File: config.mk
export PLATFORM = sky130hd
export DESIGN_NAME = ps2_mouse_packet_queue
export DESIGN_NICKNAME = d
export VERILOG_FILES = /design/src/rtl/ps2mq_pkg.sv /design/src/rtl/ps2_mouse_packet_queue.sv /design/src/rtl/ps2mq_ram.sv /design/src/rtl/ps2mq_front.sv /design/src/rtl/ps2mq_cmdq.sv /design/src/rtl/ps2mq_back.sv
export SDC_FILE = /design/constraint.sdc
export NUM_CORES = 1
export LEC_CHECK = 0
export BUFFER_PORTS_ARGS = -buffer_cell sky130_fd_sc_hd__buf_2
export CORE_MARGIN = 2
export CORE_UTILIZATION = 60
export DETAILED_ROUTE_END_ITERATION = 12
export GPL_ROUTABILITY_DRIVEN = 0
export PLACE_DENSITY = 0.76
export SYNTH_ARGS = -nofsm -noshare
export SYNTH_HDL_FRONTEND = slang
export SYNTH_HIERARCHICAL = 1
export SYNTH_SLANG_ARGS = --single-unit
File: constraint.sdc
create_clock -name clk_i -period 4.6 [get_ports clk_i]
set_clock_uncertainty 0.2 [all_clocks]
set_input_delay 0.92 -clock clk_i [delete_from_list [all_inputs] [get_ports clk_i]]
set_output_delay 0.92 -clock clk_i [all_outputs]
set_load 0.05 [all_outputs]
File: src/rtl/ps2mq_pkg.sv
// Shared types and constants for the PS/2 mouse packet queue.
// Used by the front end, the command queue, the back end and the top level.
// No dependencies.
`default_nettype none

package ps2mq_pkg;

  // Bit of the first packet byte that is always one; used to find packet starts.
  localparam int unsigned SyncBit = 3;
  localparam int unsigned ButtonBits = 3;
  localparam int unsigned UsedBits = 6;

  typedef enum logic [1:0] {
    CMD_STATUS,
    CMD_READ,
    CMD_PACKET
  } cmd_kind_e;

  // One classified item handed from the front end to the back end.
  typedef struct packed {
    cmd_kind_e       kind;
    logic            wide;   // four-byte packet
    logic [3:0][7:0] bytes;  // buttons, dx, dy, fourth byte
  } cmd_t;

  // One result item.
  typedef struct packed {
    logic [UsedBits-1:0] bytes_used;
    logic                packet_dropped;
    logic                packet_queued;
    logic                has_data;
    logic [7:0]          read_byte;
    logic                read_valid;
  } result_t;

endpackage

`default_nettype wire

File: src/rtl/ps2_mouse_packet_queue.sv
// PS/2 mouse packet queue: deframes mouse bytes into packets and buffers them.
// Top level; depends on ps2mq_pkg, ps2mq_front, ps2mq_cmdq and ps2mq_back.
//
// Input items arrive on the s_axis channel. tuser bit 0 is func (0 = a received
// byte, 1 = read one queued byte) and tuser bit 1 is from_aux; tdata carries the
// received byte. Every input item gives exactly one result item on m_axis.
// The cfg channel writes wheel_mode (1 = four-byte packets); it is always ready
// and the user must write it only while no item is in flight; not enforced.
// The front end classifies an item in the cycle it is accepted and hands it to
// a two-entry command queue, so input is taken back to back while the back end
// works. The back end answers a status item or a read of an empty queue
// directly, and a read through a memory fetch (single-port memory with
// registered read); a stored packet takes one memory write per byte plus
// issue and result states, and its result is loaded in the final state.
// Results sit in an output register; when the receiver stalls, the back end
// waits and the command queue fills, after which s_axis_tready drops.
// Reset clears the packet phase, the queue pointers and wheel_mode; queue
// contents are not cleared and no clearing pass is needed.
`default_nettype none

module ps2_mouse_packet_queue #(
  parameter int unsigned QUEUE_DEPTH = 64
) (
  input  wire logic        clk_i,
  input  wire logic        rst_ni,
  input  wire logic        cfg_valid_i,
  output logic             cfg_ready_o,
  input  wire logic        cfg_data_i,     // wheel_mode
  input  wire logic        s_axis_tvalid,
  output logic             s_axis_tready,
  input  wire logic [7:0]  s_axis_tdata,   // [7:0] rx_byte
  input  wire logic [1:0]  s_axis_tuser,   // [0] func, [1] from_aux
  output logic             m_axis_tvalid,
  input  wire logic        m_axis_tready,
  // [0] read_valid, [8:1] read_byte, [9] has_data, [10] packet_queued,
  // [11] packet_dropped, [17:12] bytes_used, [23:18] zero
  output logic [23:0]      m_axis_tdata
);

  logic               push_valid, push_ready;
  ps2mq_pkg::cmd_t    push_cmd;
  logic               cmd_valid, cmd_pop;
  ps2mq_pkg::cmd_t    cmd;
  ps2mq_pkg::result_t res;

  assign cfg_ready_o = 1'b1;

  ps2mq_front u_front (
    .clk_i       (clk_i),
    .rst_ni      (rst_ni),
    .cfg_valid_i (cfg_valid_i),
    .cfg_data_i  (cfg_data_i),
    .in_valid_i  (s_axis_tvalid),
    .func_i      (s_axis_tuser[0]),
    .from_aux_i  (s_axis_tuser[1]),
    .rx_byte_i   (s_axis_tdata),
    .push_ready_i(push_ready),
    .in_ready_o  (s_axis_tready),
    .push_valid_o(push_valid),
    .push_cmd_o  (push_cmd)
  );

  ps2mq_cmdq u_cmdq (
    .clk_i       (clk_i),
    .rst_ni      (rst_ni),
    .push_i      (push_valid),
    .push_cmd_i  (push_cmd),
    .push_ready_o(push_ready),
    .pop_i       (cmd_pop),
    .pop_valid_o (cmd_valid),
    .pop_cmd_o   (cmd)
  );

  ps2mq_back #(
    .QueueDepth(QUEUE_DEPTH)
  ) u_back (
    .clk_i      (clk_i),
    .rst_ni     (rst_ni),
    .cmd_valid_i(cmd_valid),
    .cmd_i      (cmd),
    .cmd_pop_o  (cmd_pop),
    .res_valid_o(m_axis_tvalid),
    .res_o      (res),
    .res_ready_i(m_axis_tready)
  );

  assign m_axis_tdata = {6'd0, res};

endmodule

`default_nettype wire

File: src/rtl/ps2mq_ram.sv
// Generic single-port RAM with registered read data.
// Read data holds its value while the port is not enabled for a read.
// No dependencies.
`default_nettype none

module ps2mq_ram #(
  parameter int unsigned Width = 8,
  parameter int unsigned Depth = 64
) (
  input  wire logic                     clk_i,
  input  wire logic                     en_i,
  input  wire logic                     we_i,
  input  wire logic [$clog2(Depth)-1:0] addr_i,
  input  wire logic [Width-1:0]         wdata_i,
  output logic      [Width-1:0]         rdata_o
);

  logic [Width-1:0] mem_q [Depth];
  logic [Width-1:0] rdata_q;

  always_ff @(posedge clk_i) begin
    if (en_i) begin
      if (we_i) begin
        mem_q[addr_i] <= wdata_i;
      end else begin
        rdata_q <= mem_q[addr_i];
      end
    end
  end

  assign rdata_o = rdata_q;

endmodule

`default_nettype wire

File: src/rtl/ps2mq_front.sv
// Front end: accepts items, tracks the packet phase and classifies each item.
// Depends on ps2mq_pkg.
`default_nettype none

module ps2mq_front (
  input  wire logic            clk_i,
  input  wire logic            rst_ni,
  input  wire logic            cfg_valid_i,
  input  wire logic            cfg_data_i,
  input  wire logic            in_valid_i,
  input  wire logic            func_i,
  input  wire logic            from_aux_i,
  input  wire logic [7:0]      rx_byte_i,
  input  wire logic            push_ready_i,
  output logic                 in_ready_o,
  output logic                 push_valid_o,
  output ps2mq_pkg::cmd_t      push_cmd_o
);

  logic       wheel_q;
  logic [1:0] phase_q, phase_d;
  logic [7:0] btn_q, btn_d;
  logic [7:0] dx_q, dx_d;
  logic [7:0] dy_q, dy_d;
  logic       accept;
  logic       complete;

  assign in_ready_o   = push_ready_i;
  assign accept       = in_valid_i & push_ready_i;
  assign push_valid_o = accept;

  always_comb begin
    phase_d  = phase_q;
    btn_d    = btn_q;
    dx_d     = dx_q;
    dy_d     = dy_q;
    complete = 1'b0;
    if (!func_i && from_aux_i) begin
      unique case (phase_q)
        2'd0: begin
          if (rx_byte_i[ps2mq_pkg::SyncBit]) begin
            btn_d   = {5'd0, rx_byte_i[ps2mq_pkg::ButtonBits-1:0]};
            phase_d = 2'd1;
          end
        end
        2'd1: begin
          dx_d    = rx_byte_i;
          phase_d = 2'd2;
        end
        2'd2: begin
          dy_d = rx_byte_i;
          if (wheel_q) begin
            phase_d = 2'd3;
          end else begin
            phase_d  = 2'd0;
            complete = 1'b1;
          end
        end
        default: begin
          phase_d  = 2'd0;
          complete = 1'b1;
        end
      endcase
    end
  end

  always_comb begin
    push_cmd_o.wide  = wheel_q;
    push_cmd_o.bytes = {rx_byte_i, dy_d, dx_d, btn_d};
    if (func_i) begin
      push_cmd_o.kind = ps2mq_pkg::CMD_READ;
    end else if (complete) begin
      push_cmd_o.kind = ps2mq_pkg::CMD_PACKET;
    end else begin
      push_cmd_o.kind = ps2mq_pkg::CMD_STATUS;
    end
  end

  always_ff @(posedge clk_i or negedge rst_ni) begin
    if (!rst_ni) begin
      wheel_q <= 1'b0;
      phase_q <= 2'd0;
      btn_q   <= 8'd0;
      dx_q    <= 8'd0;
      dy_q    <= 8'd0;
    end else begin
      if (cfg_valid_i) begin
        wheel_q <= cfg_data_i;
      end
      if (accept) begin
        phase_q <= phase_d;
        btn_q   <= btn_d;
        dx_q    <= dx_d;
        dy_q    <= dy_d;
      end
    end
  end

endmodule

`default_nettype wire

File: src/rtl/ps2mq_cmdq.sv
// Two-entry command queue between the front end and the back end.
// Depends on ps2mq_pkg.
`default_nettype none

module ps2mq_cmdq (
  input  wire logic            clk_i,
  input  wire logic            rst_ni,
  input  wire logic            push_i,
  input  wire ps2mq_pkg::cmd_t push_cmd_i,
  output logic                 push_ready_o,
  input  wire logic            pop_i,
  output logic                 pop_valid_o,
  output ps2mq_pkg::cmd_t      pop_cmd_o
);

  ps2mq_pkg::cmd_t entry_q [2];
  logic       wr_idx_q, rd_idx_q;
  logic [1:0] fill_q;
  logic       do_push, do_pop;

  assign push_ready_o = (fill_q != 2'd2);
  assign pop_valid_o  = (fill_q != 2'd0);
  assign pop_cmd_o    = entry_q[rd_idx_q];
  assign do_push      = push_i & push_ready_o;
  assign do_pop       = pop_i & pop_valid_o;

  always_ff @(posedge clk_i) begin
    if (do_push) begin
      entry_q[wr_idx_q] <= push_cmd_i;
    end
  end

  always_ff @(posedge clk_i or negedge rst_ni) begin
    if (!rst_ni) begin
      wr_idx_q <= 1'b0;
      rd_idx_q <= 1'b0;
      fill_q   <= 2'd0;
    end else begin
      if (do_push) begin
        wr_idx_q <= ~wr_idx_q;
      end
      if (do_pop) begin
        rd_idx_q <= ~rd_idx_q;
      end
      if (do_push && !do_pop) begin
        fill_q <= fill_q + 2'd1;
      end else if (do_pop && !do_push) begin
        fill_q <= fill_q - 2'd1;
      end
    end
  end

endmodule

`default_nettype wire

File: src/rtl/ps2mq_back.sv
// Back end: executes commands against the byte queue memory and registers results.
// Depends on ps2mq_pkg and ps2mq_ram.
`default_nettype none

module ps2mq_back #(
  parameter int unsigned QueueDepth = 64
) (
  input  wire logic            clk_i,
  input  wire logic            rst_ni,
  input  wire logic            cmd_valid_i,
  input  wire ps2mq_pkg::cmd_t cmd_i,
  output logic                 cmd_pop_o,
  output logic                 res_valid_o,
  output ps2mq_pkg::result_t   res_o,
  input  wire logic            res_ready_i
);

  localparam int unsigned AW = $clog2(QueueDepth);
  localparam logic [AW-1:0] LastSlot = AW'(QueueDepth - 1);
  localparam logic [AW:0] DepthC = (AW + 1)'(QueueDepth);

  localparam logic [1:0] ST_IDLE  = 2'd0;
  localparam logic [1:0] ST_WR    = 2'd1;
  localparam logic [1:0] ST_FIN   = 2'd2;
  localparam logic [1:0] ST_RWAIT = 2'd3;

  logic [1:0]      state_q, state_d;
  logic [AW-1:0]   wr_ptr_q, wr_ptr_d;
  logic [AW-1:0]   rd_ptr_q, rd_ptr_d;
  logic [AW-1:0]   count_q, count_d;
  logic [1:0]      idx_q, idx_d;
  ps2mq_pkg::cmd_t pkt_q, pkt_d;
  logic            out_valid_q, out_valid_d;
  ps2mq_pkg::result_t out_q, out_d;

  logic            out_free;
  logic            load;
  logic [AW:0]     size;
  logic [AW:0]     cur_size;
  logic            fits;
  logic [ps2mq_pkg::UsedBits-1:0] used_sat;
  logic            ram_en, ram_we;
  logic [AW-1:0]   ram_addr;
  logic [7:0]      ram_rdata;

  assign out_free = !out_valid_q || res_ready_i;
  assign size     = cmd_i.wide ? (AW + 1)'(4) : (AW + 1)'(3);
  assign cur_size = pkt_q.wide ? (AW + 1)'(4) : (AW + 1)'(3);
  assign fits     = ({1'b0, count_q} + size) < DepthC;

  if (AW > ps2mq_pkg::UsedBits) begin : g_sat
    assign used_sat = (count_q > AW'(63)) ? 6'd63 : count_q[ps2mq_pkg::UsedBits-1:0];
  end else begin : g_nosat
    assign used_sat = ps2mq_pkg::UsedBits'(count_q);
  end

  function automatic logic [AW-1:0] next_slot(input logic [AW-1:0] p);
    return (p == LastSlot) ? '0 : p + AW'(1);
  endfunction

  always_comb begin
    state_d   = state_q;
    wr_ptr_d  = wr_ptr_q;
    rd_ptr_d  = rd_ptr_q;
    count_d   = count_q;
    idx_d     = idx_q;
    pkt_d     = pkt_q;
    cmd_pop_o = 1'b0;
    load      = 1'b0;
    ram_en    = 1'b0;
    ram_we    = 1'b0;
    ram_addr  = rd_ptr_q;
    out_d     = out_q;
    out_d.read_valid     = 1'b0;
    out_d.read_byte      = 8'd0;
    out_d.packet_queued  = 1'b0;
    out_d.packet_dropped = 1'b0;
    out_d.has_data       = (count_q != '0);
    out_d.bytes_used     = used_sat;

    unique case (state_q)
      ST_IDLE: begin
        if (cmd_valid_i) begin
          unique case (cmd_i.kind)
            ps2mq_pkg::CMD_READ: begin
              if (count_q != '0) begin
                ram_en    = 1'b1;
                cmd_pop_o = 1'b1;
                rd_ptr_d  = next_slot(rd_ptr_q);
                count_d   = count_q - AW'(1);
                state_d   = ST_RWAIT;
              end else if (out_free) begin
                cmd_pop_o = 1'b1;
                load      = 1'b1;
              end
            end
            ps2mq_pkg::CMD_PACKET: begin
              if (fits) begin
                cmd_pop_o = 1'b1;
                pkt_d     = cmd_i;
                idx_d     = 2'd0;
                state_d   = ST_WR;
              end else if (out_free) begin
                cmd_pop_o            = 1'b1;
                load                 = 1'b1;
                out_d.packet_dropped = 1'b1;
              end
            end
            default: begin
              if (out_free) begin
                cmd_pop_o = 1'b1;
                load      = 1'b1;
              end
            end
          endcase
        end
      end
      ST_WR: begin
        ram_en   = 1'b1;
        ram_we   = 1'b1;
        ram_addr = wr_ptr_q;
        wr_ptr_d = next_slot(wr_ptr_q);
        idx_d    = idx_q + 2'd1;
        if (idx_q == (pkt_q.wide ? 2'd3 : 2'd2)) begin
          count_d = AW'({1'b0, count_q} + cur_size);
          state_d = ST_FIN;
        end
      end
      ST_FIN: begin
        if (out_free) begin
          load                = 1'b1;
          out_d.packet_queued = 1'b1;
          state_d             = ST_IDLE;
        end
      end
      default: begin
        if (out_free) begin
          load             = 1'b1;
          out_d.read_valid = 1'b1;
          out_d.read_byte  = ram_rdata;
          state_d          = ST_IDLE;
        end
      end
    endcase

    out_valid_d = (out_valid_q && !res_ready_i) || load;
  end

  ps2mq_ram #(
    .Width(8),
    .Depth(QueueDepth)
  ) u_ram (
    .clk_i  (clk_i),
    .en_i   (ram_en),
    .we_i   (ram_we),
    .addr_i (ram_addr),
    .wdata_i(pkt_q.bytes[idx_q]),
    .rdata_o(ram_rdata)
  );

  always_ff @(posedge clk_i) begin
    pkt_q <= pkt_d;
    if (load) begin
      out_q <= out_d;
    end
  end

  always_ff @(posedge clk_i or negedge rst_ni) begin
    if (!rst_ni) begin
      state_q     <= ST_IDLE;
      wr_ptr_q    <= '0;
      rd_ptr_q    <= '0;
      count_q     <= '0;
      idx_q       <= 2'd0;
      out_valid_q <= 1'b0;
    end else begin
      state_q     <= state_d;
      wr_ptr_q    <= wr_ptr_d;
      rd_ptr_q    <= rd_ptr_d;
      count_q     <= count_d;
      idx_q       <= idx_d;
      out_valid_q <= out_valid_d;
    end
  end

  assign res_valid_o = out_valid_q;
  assign res_o       = out_q;

`ifndef SYNTHESIS
  // One slot always stays spare.
  a_count_bound: assert property (@(posedge clk_i) disable iff (!rst_ni)
    count_q <= LastSlot)
    else $error("queue fill exceeds depth minus one");

  // The write pointer runs ahead of the fill count while a packet is written,
  // so the two only have to agree on emptiness outside of that.
  a_empty_match: assert property (@(posedge clk_i) disable iff (!rst_ni)
    (state_q != ST_WR) |-> ((count_q == '0) == (wr_ptr_q == rd_ptr_q)))
    else $error("fill count and pointers disagree");

  // A packet is only written when all of its bytes fit.
  a_pkt_fits: assert property (@(posedge clk_i) disable iff (!rst_ni)
    (state_q == ST_WR && idx_q == 2'd0) |-> (({1'b0, count_q} + cur_size) < DepthC))
    else $error("packet write started without room");

  // A read result carries the byte fetched in the idle state; the read data holds until it is loaded.
  a_read_after_fetch: assert property (@(posedge clk_i) disable iff (!rst_ni)
    (state_q == ST_RWAIT) |-> ($past(state_q) == ST_IDLE || $past(state_q) == ST_RWAIT))
    else $error("read wait entered without a fetch");
`endif

endmodule

`default_nettype wire
==> results by group <==
Outcome
  – Status: finished clean

Worst setup path
  – Reg2reg setup slack: 0.38 ns
  – CP Buf/Inv Count: 1
  – WS Path Type: reg2reg
  – CP max FO: 46
  – Crit Reg-Reg Endpoint: u_back/u_ram/mem_q[40][4]$_DFFE_PP_
  – Critical R2R Launch: u_back/state_q[1]$_DFFE_PN0P_
  – CP endpoint kind: register
  – Register-to-Register Path Depth: 7
  – Crit path DAT: 4.24 ns
  – CP Cell Sequence: nand2b_1, buf_4, nand2_1, nand2_4, nor2_4, nand2_1, nor2_1
  – Max stage delay on crit path: 0.87 ns
  – Worst Path Required: 4.62 ns
  – Worst path slowest cell: nor2_1
  – Crit path launch type: register
  – Most frequent CP cell: nand2_1
  – Top delay family on crit path: simple AND/OR/NAND/NOR gates

Drt
  – Routed wire length: 69.3 mm
  – DRC: 0
  – Wire per inst: 28.9 um
  – Routed Antenna Nets: 0
  – Initial DRT Pass Iterations: 10
  – Routed vias/inst: 6.93
  – Via count: 16593
  – Initial DRC Count: 2361

Global routing
  – First-pass GRT wire length: 103 mm
  – Overall Global Routing Usage: 28.2%
  – Pin count of the biggest net entering global routing: 65
  – Initial antenna violation count: 1
  – Vias in the first global route: 16390
  – Total gr overflow: 0

Floorplanning
  – Starting Density: 60.8%
  – Core ar.: 46600 um^2
  – Die Y: 221 um
  – Die width: 221 um
  – Num ports: 43
  – Row count: 79
  – Die area: 48900 um^2

Finish
  – Layout Utilization: 67.3%
  – Nets: 1760
  – Synth-to-layout area growth: 10.7%
  – Fill count: 2918
  – Commonest non-fill, non-tap cell in the layout: edfxtp_1
  – Ratio of cells with drive above 1 in the final layout: 21.4%
  – Most frequent cells in the layout: edfxtp_1 (641), nor2_1 (76), mux2_2 (73)

Synthesis
  – Fraction of registers with async set/reset: 7.77%
  – Post-synth cell types: 85
  – Post-synth EDFFs: 641
  – Mapped Cells: 1677
  – Area contributors post-synth: edfxtp_1 (68%), dfrtp_1 (4.8%), mux2_2 (2.9%)
  – Mapped cell area: 28300 um^2
  – Cell taking the most area after synthesis: edfxtp_1
  – Share of the synthesized area in the top cell type: 68.0%
  – Seq/Total Area, Yosys: 72.8%
  – Synth Register Bits: 695
  – Ys Warns: 6
  – Synth Flop Type: edfxtp_1
  – Synthesized area per cell: 16.9 um^2

Clock network
  – Clock transition at path regs: 0.06 ns
  – Buffer depth of the longest clock path: 3
  – Post-CTS resize count: 0
  – TritonCTS Sinks: 695
  – Clk_lat worst skew: 0.62 ns
  – CTS H-tree lvls: 3
  – CTS tree: built
  – Cts-stage hold buffer count: 0
  – Clk root buf: clkbuf_16
  – Num CTS Buffers: 69
  – Post-CTS Setup Bufs: 0

STA
  – Tcrit/Tclk final: 91.8%
  – Least-Margin Pin Slew: 1.37 ns
  – Crit path time final: 4.22 ns
  – Final-report setup violation count: 0
  – Final Hold Vio Count: 0
  – Max Fclk: 237 MHz
  – Max-slew violations: 0
  – RSZ-0062 raised after global routing: no
  – Worst slew margin: 8.71%
  – Setup TNS: 0 ns

Flow run
  – Max cap viols: 0

Place
  – IO buf count: 35
  – DP HPWL: 42.3 mm

Pwr
  – Pleak: 10.4 nW
  – Power per cell area: 737 nW/um^2
  – Maximum VDD drop: 0.000431 V

Min path
  – Min-delay worst type: in2async
## per-layer routing
layer / global-route usage [%] / vias to the layer above / wire length (um) / part of all wire, %
met3: 7.13 / 240 / 8300 / 12
met4: 12.3 / 0 / 3310 / 4.8
met5: 0 / - / 0 / 0
met1: 39.5 / 8318 / 26000 / 38
met2: 42.6 / 1209 / 31700 / 46
li1: - / 6826 / - / -
## logic make-up (layout without fill, tap and decap cells)
| family | Yosys count | in the layout | share of synthesized area (%) |
|---|---|---|---|
| flip-flops | 695 | 695 | 72.8 |
| AO/OA/AOI/OAI | 329 | 329 | 9.11 |
| AND/OR/NAND/NOR | 317 | 317 | 6.01 |
| multiplexers | 163 | 163 | 8.26 |
| buffers and inverters | 142 | 246 | 2.68 |
| XOR/XNOR | 16 | 16 | 0.495 |
| adder cells (fa/ha/maj) | 13 | 13 | 0.601 |
| other | 2 | 8 | 0.0265 |
## cells in the mapped netlist (all sizes together) (25+ instances only)
| library cell | n |
|---|---|
| dfrtp | 54 |
| nand2 | 75 |
| a22oi | 64 |
| a221o | 25 |
| mux2 | 122 |
| clkbuf | 43 |
| a21oi | 26 |
| nor2 | 82 |
| a221oi | 62 |
| mux4 | 30 |
| edfxtp | 641 |
| buf | 83 |
| o21ai | 26 |
## registers in the layout, indices dropped and copies added, names as in the netlist
name,cells
u_back/u_ram/rdata_o,8
u_back/wr_ptr_q,6
u_back/rd_ptr_q,6
u_back/idx_q,2
u_front/phase_q,2
u_back/pkt_q,33
u_cmdq/rd_idx_q,1
u_back/state_q,2
u_back/res_valid_o,1
u_front/btn_q,8
u_front/dy_q,8
u_front/wheel_q,1
u_back/u_ram/mem_q,512
u_front/dx_q,8
u_cmdq/entry_q,70
u_back/res_o,18
u_back/count_q,6
u_cmdq/fill_q,2
u_cmdq/wr_idx_q,1
## where the power goes
| part | leakage, nW | switching [mW] | internal (mW) |
|---|---|---|---|
| registers | 6.47 | 0.411 | 8.69 |
| clock network | 1.05 | 2.30 | 3.11 |
| logic | 2.89 | 5.74 | 2.83 |
## through the flow
stage / std cells / power [mW] / worst slack, ns / area [um^2] / hold WS (ns)
floorplan: 1682 / 14.7 / 1.10 / 28300 / 0.223
global placement: 2267 / 17.3 / 0.647 / 29200 / 0.268
detailed placement: 2267 / 17.5 / 0.514 / 29200 / 0.286
CTS: 2393 / 22.9 / 0.532 / 31300 / 0.0753
global route: 2393 / 23.8 / 0.324 / 31300 / 0.104
finish: 2394 / 23.1 / 0.379 / 31300 / 0.0810
## final cells by class
cell class / instances / area (um^2) / share of cell area (%)
Timing Repair Buffer: 104 / 718 / 2.29
Clock buffer: 89 / 1830 / 5.85
Inverter: 16 / 60.1 / 0.192
Tap cell: 607 / 759 / 2.42
Sequential cell: 695 / 20600 / 65.8
Clock inverter: 37 / 329 / 1.05
Multi-Input combinational cell: 845 / 7030 / 22.4
Antenna cell: 1 / 2.50 / 0.00799
## how the worst max path moves through the flow
stage                             startpoint                             endpoint  slack, ns  cells after the start
2_1_floorplan    u_cmdq/rd_idx_q$_DFFE_PN0P_            u_back/pkt_q[0]$_DFFE_PP_       1.10                      6
3_3_place_gp   u_back/state_q[1]$_DFFE_PN0P_  u_back/u_ram/mem_q[16][4]$_DFFE_PP_       0.65                      7
3_5_place_dp   u_back/state_q[1]$_DFFE_PN0P_  u_back/u_ram/mem_q[52][5]$_DFFE_PP_       0.51                      7
4_1_cts        u_back/state_q[1]$_DFFE_PN0P_   u_back/u_ram/mem_q[4][2]$_DFFE_PP_       0.53                      7
6_report       u_back/state_q[1]$_DFFE_PN0P_  u_back/u_ram/mem_q[40][4]$_DFFE_PP_       0.38                      7
5_1_grt        u_back/state_q[1]$_DFFE_PN0P_   u_back/u_ram/mem_q[4][2]$_DFFE_PP_       0.32                      7
No activity file was read; power rests on OpenSTA's default activity.
